<file path="src/sv/tro_ram.sv">
// Generic simple dual-port RAM, one write and one registered read port.
// No dependencies.
module tro_ram #(
    parameter int WIDTH = 8,
    parameter int DEPTH = 32
) (
    input  logic                     aclk,
    input  logic                     we,
    input  logic [$clog2(DEPTH)-1:0] waddr,
    input  logic [WIDTH-1:0]         wdata,
    input  logic [$clog2(DEPTH)-1:0] raddr,
    output logic [WIDTH-1:0]         rdata
);

    logic [WIDTH-1:0] mem [DEPTH];

    always_ff @(posedge aclk) begin
        if (we) begin
            mem[waddr] <= wdata;
        end
        rdata <= mem[raddr];
    end

endmodule

</file>
<file path="config.mk">
export PLATFORM = sky130hd
export DESIGN_NAME = tro_ram
export DESIGN_NICKNAME = d
export VERILOG_FILES = /design/src/sv/tro_ram.sv
export SDC_FILE = /design/constraint.sdc
export NUM_CORES = 1
export LEC_CHECK = 0
export BUFFER_PORTS_ARGS = -buffer_cell sky130_fd_sc_hd__buf_2
export CORE_MARGIN = 5
export CORE_UTILIZATION = 25
export DETAILED_ROUTE_END_ITERATION = 10
export PLACE_DENSITY = 0.44
export SLEW_MARGIN = 20
export SYNTH_ARGS = -nofsm -noshare
export SYNTH_HDL_FRONTEND = slang
export SYNTH_SLANG_ARGS = --single-unit
export TNS_END_PERCENT = 10
</file>
<file path="constraint.sdc">
create_clock -name aclk -period 5.54 [get_ports aclk]
set_clock_uncertainty 0.15 [all_clocks]
set_input_delay 1.108 -clock aclk [delete_from_list [all_inputs] [get_ports aclk]]
set_output_delay 1.108 -clock aclk [all_outputs]
set_load 0.005 [all_outputs]
</file>
# After elaboration in Yosys (flattened, before gate mapping)
# Memory sizes are Yosys's and may differ from the RTL's. A register that Yosys moved wholly into a read port is not among the register bits.
# Cells that the tools add are included.
# classes
mux,2
# ops
op,count
$mux W1,2
# word_totals
inputBits,20
out_inout_bits,8
mem_count,1
regBits,0
elab_cells,3
ram_bits,256
# mem_list
name,depth,word_bits,rd,rd_ports_with_merged_regs,wr,line_no,text
mem,32,8,1,1,1,15,logic [WIDTH-1:0] mem [DEPTH];

# Depth between registers and ports, before layout
# logic_depth
depth_word,2
ltp_mapped,5
mapped_depth_nobuf,3

# Worst setup path before layout
# Ideal clock, no wire load.
# synth_timing
kind,input port to flip-flop
startpoint,input port raddr[2]
endpoint,register rdata[0] (read register of mem)
path_buffers,2
setup_time_ns,0.121
t_arrival_ns,2.790
setup_slack_ns,2.480
path_stages,5
required_time_ns,5.269
path_cell_list,clkbuf_1 -> clkbuf_1 -> mux4_2 -> mux4_2 -> mux2_2
# synth_lines
element,line_no,text
start: declaration,11,"input logic [$clog2(DEPTH)-1:0] raddr,"
end: declaration,12,output logic [WIDTH-1:0] rdata

==> run metrics <==
outcome=complete, no violations; Slew headroom=0.260; total grt overflow=0; cells on worst reg2reg path=3; WHS Path Cells=3; placer congestion estimate=0.713; Arr. time, crit path=3.47 ns; Buf/Inv on CP=2; worst min-delay path class=reg -> reg; row count=73; Area Growth Syn to Fin=15.9%; Fillers=3853; die height=211 um; Setup crit end=rdata[1]; CP delay by family, top=multiplexers; max cap viols=0; drt wl/cell=23.5 um; via count=4394; Critical Path Source=raddr[2]; clock buffer depth=3; Post-CTS Resized=0; Pleak=3.51 nW; met2 usage=0.160; Syn Area/Cell=24.1 sq um; minimum clock period=3.21 ns; layout cells sized above 1=0.335; Post-Route WL=23500 um; PortBufs=27; endpoint of the worst register-to-register path=rdata[2]; critical path, cell by cell=buf_2 -> buf_4 -> mux4_2 -> mux4_2 -> mux2_2; Crit Path Max Fanout=31; n_diodes=0; Gate Count Post-Synth=417; global route hottest layer=met2; initial antenna violation count=1; GR Util met1=0.156; Slowest-stage cell, CP=buf_2; kind of critical path=in -> reg; worst skew pair latency=0.54 ns; largest net degree at the start of global routing=41; period utilisation layout=0.580; Reg clk slew, reported paths=0.06 ns; Final nets=476; Initial Utilization=0.253; Post-Route Setup TNS=0 ns; # DRC=0; global-route wire length before repair=34300 um; synth warn=0; DRT iter0 DRCs=345; WP data required=5.80 ns; total global-route track usage=0.105; core area=39700 sq um; num ports=28; CP Capture Type=register; HPWL after DPL=15000 um; 1st-pass router iterations=4; worst vdd ir=175 uV; CTS tree=done; PD cells=364 nW/um^2; max incr delay on CP=0.66 ns; clk sinks=264; critical path's most frequent cell=mux4_2; R2R Setup Slk=3.54 ns; f_max=0.311 GHz; syn_nets=437; total power draw=4.24 mW; Crit. path cell count=5; GRT met3 Usage=0.0234; RSZ-0062 raised after global routing=false; beginning of the worst hold path=mem[20][7]; Root Driver=clkbuf_16; startpoint types=input port; distinct cell type count after synthesis=15; final antenna-violating net count=0; CTS Buf Count=27; Max Slew Vio Count=0; die area=44300 sq um; endpoints failing setup=0; sequential area share after synthesis=0.781; Least-Margin Pin Slew=1.11 ns; number of global-route vias before repair=4741; worst r2r src=mem[15][2]; Syn Std Cell Area=10100 sq um; Die Span X=211 um; Synth Register Bits=264; post-CTS setup buffer count=0; # H-tree levels=1; Hold Violations, Final=0; cts hold-fix bufs=0; vias per cell=4.39
-- cell usage in the layout (no fill, tap or decap), types with 2 or more instances in the layout --
cell	n
nand3_1	2
dfxtp_1	8
clkinv_1	6
clkinv_2	3
nor2_2	2
bufinv_16	4
buf_2	26
nand3b_1	5
or3b_2	3
clkbuf_1	6
nor2_1	31
clkbuf_16	27
mux4_2	80
mux2_2	8
edfxtp_1	256
buf_4	3
-- where the power goes --
part	leakage [nW]	switching, mW	internal, mW
Clock	0.422	0.720	1.08
Combinational	0.719	0.121	0.0881
Sequential	2.37	0.0152	2.22
Total	3.51	0.857	3.39
-- synthesized netlist by cell type (all sizes together) --
cell / n / area, sq um
edfxtp: 256 / 7690
mux4: 80 / 1800
nor2: 33 / 124
buf: 14 / 83.8
dfxtp: 8 / 160
mux2: 8 / 90.1
clkbuf: 6 / 22.5
nand3b: 5 / 37.5
or3b: 3 / 26.3
nand3: 2 / 10.0
nand2: 1 / 3.75
or3: 1 / 6.26
-- routing by layer --
metal | part of all wire | wire length [um]
met1 | 0.47 | 10900
met2 | 0.45 | 10600
met3 | 0.064 | 1510
met4 | 0.017 | 402
met5 | 0.00047 | 11
-- worst reg2reg max path: cells and delay by family (launching register included) --
kind,cells,cell delay (ns)
multiplexers,3,1.35
flip-flops,1,0.37
-- per-stage QoR --
| step | std cells | setup WS, ns | hold slack, ns | cell area [sq um] | utilization |
|---|---|---|---|---|---|
| CTS | 1000 | 2.30 | 0.759 | 11700 | 0.293 |
| finish | 1000 | 2.33 | 0.754 | 11700 | 0.293 |
| global route | 1000 | 2.24 | 0.789 | 11700 | 0.293 |
| detailed placement | 952 | 1.77 | 0.747 | 10800 | 0.271 |
| floorplan | 417 | 2.48 | 0.715 | 10100 | - |
| global placement | 952 | 1.77 | 0.742 | 10800 | 0.271 |
-- state kept, by name, summed over array words and instances (netlist names) --
signal  count
rdata       8
mem       256
-- worst min path at each step --
stage | endpoint | slack, ns
after floorplan | rdata[0] | 0.72
after global placement | rdata[7] | 0.74
after detailed placement | rdata[6] | 0.75
after CTS | rdata[7] | 0.76
after global routing | rdata[3] | 0.79
final | rdata[7] | 0.75
-- layout make-up --
cell class              instances  area (sq um)  area share
flip-flops and latches        264          7850       0.673
multi-input cells             133          2100       0.181
clock buffers                  33           698      0.0599
well taps                     525           657      0.0564
clock inverters                15           174      0.0149
repair buffers                 30           173      0.0148
-- logic make-up (layout without fill, tap and decap cells) --
group	Yosys count	count (layout)	share of synthesized area
buffers and inverters	20	78	0.0106
and+or+nand+nor	45	45	0.0207
DFF	264	264	0.781
muxes	88	88	0.188
Note: power is estimated with default switching activity, not from simulation.
